--- src/rtl/tts_pkg.sv ---
`default_nettype none

package tts_pkg;

  localparam int SLOT_COUNT = 16;
  localparam int MAX_FIRES  = 16;
  localparam int IDX_W      = (SLOT_COUNT > 1) ? $clog2(SLOT_COUNT) : 1;
  localparam int FIRE_W     = $clog2(MAX_FIRES + 1);
  localparam int TIME_W     = 32;
  localparam int MS_W       = 15;
  localparam int SLOT_W     = 4;
  localparam int KIND_W     = 2;
  localparam int REQ_W      = 2;

  localparam logic [REQ_W-1:0] REQ_SCAN   = 2'd0;
  localparam logic [REQ_W-1:0] REQ_CREATE = 2'd1;
  localparam logic [REQ_W-1:0] REQ_END    = 2'd2;

  localparam logic [KIND_W-1:0] EV_CREATE = 2'd0;
  localparam logic [KIND_W-1:0] EV_FIRE   = 2'd1;
  localparam logic [KIND_W-1:0] EV_END    = 2'd2;

  typedef logic [IDX_W-1:0] idx_t;

  typedef struct packed {
    logic [REQ_W-1:0]  req_type;
    logic [TIME_W-1:0] now_time;
    logic [MS_W-1:0]   delay_ms;
    logic [MS_W-1:0]   period_ms;
    logic [SLOT_W-1:0] target_slot;
  } req_t;

  // walk token handed from cell to cell
  typedef struct packed {
    logic              active;
    logic              taken;
    idx_t              slot;
    logic [FIRE_W-1:0] fires;
  } token_t;

  function automatic logic [SLOT_W-1:0] slot_field(idx_t idx);
    logic [IDX_W+SLOT_W-1:0] wide;
    wide = {{SLOT_W{1'b0}}, idx};
    return wide[SLOT_W-1:0];
  endfunction

endpackage

`default_nettype wire

--- src/rtl/tts_cell.sv ---
`default_nettype none

module tts_cell import tts_pkg::*; (
  input  logic   clk,
  input  logic   rst,
  input  logic   adv,
  input  idx_t   cell_index,
  input  req_t   req,
  input  token_t tok_in,
  output token_t tok_out,
  output logic   fire
);

  token_t            tok_q;
  logic              enabled;
  logic              enabled_next;
  logic [TIME_W-1:0] due_time;
  logic [TIME_W-1:0] due_time_next;
  logic [MS_W-1:0]   period;
  logic [MS_W-1:0]   period_next;
  logic              hit;
  logic              target_match;

  assign hit = enabled && (due_time <= req.now_time) &&
               (tok_q.fires < FIRE_W'(MAX_FIRES));
  assign target_match = ({{SLOT_W{1'b0}}, cell_index} ==
                         {{IDX_W{1'b0}}, req.target_slot});

  always_comb begin
    tok_out       = tok_q;
    fire          = 1'b0;
    enabled_next  = enabled;
    due_time_next = due_time;
    period_next   = period;
    if (tok_q.active) begin
      unique case (req.req_type)
        REQ_SCAN: begin
          if (hit) begin
            fire          = 1'b1;
            tok_out.fires = tok_q.fires + 1'b1;
            if (period != '0) begin
              due_time_next = req.now_time + {{(TIME_W-MS_W){1'b0}}, period};
            end else begin
              enabled_next = 1'b0;
            end
          end
        end
        REQ_CREATE: begin
          if (!enabled && !tok_q.taken) begin
            enabled_next  = 1'b1;
            due_time_next = req.now_time + {{(TIME_W-MS_W){1'b0}}, req.delay_ms};
            period_next   = req.period_ms;
            tok_out.taken = 1'b1;
            tok_out.slot  = cell_index;
          end
        end
        REQ_END: begin
          if (target_match) begin
            enabled_next = 1'b0;
          end
        end
        default: ;
      endcase
    end
  end

  always_ff @(posedge clk) begin
    if (rst) begin
      tok_q   <= '0;
      enabled <= 1'b0;
      period  <= '0;
    end else if (adv) begin
      tok_q   <= tok_in;
      enabled <= enabled_next;
      period  <= period_next;
    end
  end

  always_ff @(posedge clk) begin
    if (adv) begin
      due_time <= due_time_next;
    end
  end

endmodule

`default_nettype wire

--- config.mk ---
export PLATFORM = sky130hd
export DESIGN_NAME = tts_cell
export DESIGN_NICKNAME = d
export VERILOG_FILES = /design/src/rtl/tts_pkg.sv /design/src/rtl/tts_cell.sv
export SDC_FILE = /design/constraint.sdc
export NUM_CORES = 1
export LEC_CHECK = 0
export BUFFER_PORTS_ARGS = -buffer_cell sky130_fd_sc_hd__buf_4
export CAP_MARGIN = 25
export CORE_UTILIZATION = 50
export CTS_CLUSTER_SIZE = 16
export DETAILED_ROUTE_END_ITERATION = 7
export GPL_TIMING_DRIVEN = 0
export PLACE_DENSITY_LB_ADDON = 0.05
export RECOVER_POWER = 100
export SETUP_SLACK_MARGIN = 0.15
export SLEW_MARGIN = 15
export SYNTH_ARGS = -nofsm -noshare
export SYNTH_HDL_FRONTEND = slang
export SYNTH_SLANG_ARGS = --single-unit
--- constraint.sdc ---
create_clock -name clk -period 4.6 [get_ports clk]
set_input_delay 0.23 -clock clk [delete_from_list [all_inputs] [get_ports clk]]
set_output_delay 0.23 -clock clk [all_outputs]
set_load 0.01 [all_outputs]
* Word-level counts from Yosys, hierarchy flattened
Cells that the tools add are included.
Operators by class: reduce and logical (&&, ||, !) cells 12, add/subtract/negate cells 3, equal/unequal tests 8, multiplexer cells 17, magnitude comparators 2
Operators with widths (count):
- two-way mux 32 bit | 3
- adder 32 x 15 -> 32 bit | 2
- one-hot mux 32 bit (2 select lines) | 1
- <= comparator 32 bit | 1
- two-way mux 5 bit | 4
- nonzero test 15 bit | 1
- two-way mux 10 bit | 1
- inequality test 2 bit, second input constant | 5
- two-way mux 1 bit | 7
- AND reduction 7 bit | 1
- AND reduction 6 bit | 1
- adder 5 x 1 -> 5 bit, second input constant | 1
- < comparator 5 bit, second input constant | 1
- == test 4 bit | 1
- AND reduction 4 bit | 1
- logical AND 1 bit | 3
- one-hot mux 1 bit (3 select lines) | 1
- nonzero test 3 bit | 1
- == test 2 x 1 -> 1 bit, second input constant | 1
- == test 2 bit, second input constant | 1
- logical NOT 1 bit | 2
- logical NOT 2 bit | 1
- nonzero test 2 bit | 1
Storage, ports and cells: input bits 86, register bits after elaboration 59, logic and storage cells 49, output and inout bits 12

* Logic depth before layout (Yosys ltp)
word-level depth 6, mapped depth 13, mapped depth without buffers 11

* Worst setup path after synthesis
OpenSTA, ideal clock, no wires.
path kind in2reg, from input port req[49] in the netlist's numbering, to register due_time[0] (enable), setup time 468 ps, setup slack -203 ps, cell stages on the path 8, buffers on the path 1, required time 4132 ps, arrival time 4336 ps, cells stage by stage inv_1 clkbuf_1 ha_1 nand4_2 or4_4 o31a_2 o31ai_1 nor3b_1
On the way: word-level cells in the longest chain between the ends 5
RTL lines:
- start: declaration | line tts_cell.sv:8 | input req_t req,
- <= comparator 32 bit | line tts_cell.sv:24 | assign hit = enabled && (due_time <= req.now_time) &&
- logical AND 1 bit (2 in series) | line tts_cell.sv:24
- inequality test 2 bit (no source line)
- AND reduction 6 bit (no source line)
- end signal: assignment | line tts_cell.sv:81 | due_time <= due_time_next;
- end: declaration | line tts_cell.sv:17 | logic [TIME_W-1:0] due_time;
No other way between the ends. A chain may end at the register's enable or synchronous reset.

* Worst setup path after layout
from input port req[49] in the netlist's numbering, to register due_time[9] (enable)
Same word-level chain as after synthesis.

==> out/metrics.csv <==
metric,value,unit
status,"complete, no violations",
Nets,728,
static leakage,2.34,nW
Synth Flop Type,edfxtp_1,
aggregate global-route resource usage,24.5,%
Root Driver,clkbuf_8,
vias in the first global route,3670,
HP Class,primary input to flip-flop,
CP max-delay cell,clkbuf_1,
Fin. Hold Viols,0,
Pins Over Slew Limit,0,
MaxCap Viol Count,0,
endpoints failing setup,0,
async set or reset register ratio after synthesis,0,%
top cell type's share of synthesized area,22.5,%
worst setup path end,due_time[9],
Ports,98,
via count of the routed design,3832,
worst-path fanout max,17,
post-layout total power,1.24,mW
hold_buf cts,0,
"Clk Latency, worst-skew pair",0.34,ns
crit-path most repeated cell,clkbuf_1,
synth warn,0,
CTS buffer count,9,
synth top area cells,"edfxtp_1 (23%), ha_1 (14%), dfxtp_1 (13%), nand2_1 (8.2%), xnor2_1 (6.6%)",
Core Area,8220,sq um
post-synthesis cell count,483,
Die Span Y,94.3,um
clk sinks,59,
Mapped Area,4260,sq um
"non-filler cells, final",702,
unrepaired setup endpoints after global routing,no,
Synth area leader,edfxtp_1,
worst r2r path cells,7,
DRC,0,
Final Cycle Share,83.4,%
most common library cells after synthesis,"nand2_1 (93), ha_1 (48), inv_1 (41)",
initial antenna violation count,0,
fill count,746,
Yosys cell types,51,
"CP delay by family, top",simple AND/OR/NAND/NOR gates,
# resized after CTS,0,
gr ovfl total,0,
post-route ant nets,0,
Slowest Stage Delay on Critical Path,0.78,ns
Peak Freq,261,MHz
"Clk pin slew, worst setup/hold paths",0.06,ns
vias per inst,5.46,
total wire length,10400,um
Placed Instances,686,
CP cell instances,clkbuf_4 -> inv_1 -> clkbuf_1 -> ha_1 -> nand4_1 -> or4_1 -> o31a_2 -> o31ai_1 -> nor3b_4 -> clkbuf_1,
largest net degree at the start of global routing,18,
first-pass GRT wire length,16800,um
most common cell in the netlist,nand2_1,
peak supply drop,180,uV
R2R setup slack,0.78,ns
P&R area growth vs syn,22.7,%
RD Place Congestion,0.815,
Yosys reg bits,59,
# H-tree levels,3,
num rows,33,
Max transition margin,13.1,%
Worst Max-Slew Pin Slew,1.30,ns
CP startpoint,req[49],
Worst path depth,10,
required time worst endpoint,4.55,ns
sequential share of the synthesized area,35.2,%
Port Buf Inserts,96,
share of cells above drive strength 1,18.8,%
minimum clock period after layout,3.84,ns
Worst EP arrival,3.79,ns
"EDFF count, synth",32,
CTS tree,done,
hpwl dp,8300,um
syn avg cell area,8.83,sq um
antenna cells,0,
Die Wd,94.3,um
Pwr Density,237,nW/um^2
drt wl/cell,14.8,um
Clock Path Buffers,2,
RR Endpoint,due_time[9],
postcts setup bufs,0,
Die Area,8900,sq um
DRT iter0 DRCs,115,
"Net Count, Synth",618,
FF-to-FF Start,due_time[14],
Buf/Inv on CP,4,
CP Capture Type,flip-flop,
Setup Skew,0.0137,ns
startpoint type of the worst setup path,primary input,
Pre-Repair DR Iteration Count,4,
CP Class,primary input to flip-flop,
Initial Util,51.9,%
layer usage:
layer  GRT usage, %  up-vias  part of all wire (%)
met1           32.7     1760                    48
li1               -     1959                     -
met3           5.80       10                   5.4
met2           40.3      103                    46
met4           5.38        0                  0.86
met5              0        -                     0
through the flow:
stage               setup TNS, ns  hold WS (ns)  util [%]  area [sq um]  setup slack (ns)
detailed placement              0         0.467      62.7          5150             0.855
CTS                             0         0.122      64.7          5310              1.20
floorplan                       0         0.366         -          4270             0.930
global route                    0         0.135      63.7          5230             0.585
global placement            -5.37         0.461      62.3          5120            -0.170
finish                          0         0.131      63.7          5230             0.764
kinds of logic (layout without fill, tap and decap cells):
group                      Yosys count  after routing  share of synthesized area, %
adders and majority gates           49             49                          14.6
DFF                                 59             59                          35.2
muxes                               16             16                          3.90
buffers and inverters               54            168                          4.84
xor gates and xnor gates            37             37                          7.60
AOI/OAI and AO/OA                   99             99                          15.3
and+or+nand+nor                    169            169                          18.5
sequential cells by signal, summed over array words and instances (netlist names):
name / cells
due_time: 32
enabled: 1
tok_out: 1
period: 15
tok_q: 10
power by group:
group	switching, mW	total (mW)	internal [mW]
sequential	0.00720	0.576	0.569
clock	0.205	0.407	0.203
combinational	0.132	0.257	0.125
layout make-up:
cell class	instances	area, sq um	share of cell area [%]
tap	105	131	2.51
clock inverter	4	18.8	0.359
clock buffer	11	141	2.70
inverter	41	154	2.94
multi-input combinational	370	2530	48.4
sequential	59	1500	28.7
timing repair buffer	99	698	13.3
buffer	13	52.6	1.00
layout by cell type, fill, tap and decap left out, types with 11 or more instances in the layout:
master and count:
a21o_1 11, a21oi_1 42, buf_4 86, clkbuf_1 25
dfxtp_1 27, edfxtp_1 32, ha_1 48, inv_1 41
mux2i_1 11, nand2_1 93, nor2_1 22, nor4_1 13
o21ai_0 11, xnor2_1 32
tightest hold or removal path: stages:
cell and delay, ns:
buf_4 0.08, mux2i_1 0.05, nor2_1 0.07
how the worst min path moves through the flow:
stage,end,cells after the start,from
final,tok_q[9],3,tok_in[9]
after global routing,period[5],3,req[9]
after CTS,tok_q[9],3,tok_in[9]
after detailed placement,period[6],2,period[6]
after global placement,period[13],2,period[13]
after floorplan,period[5],2,req[9]
Power figures use the tool's default switching activity.
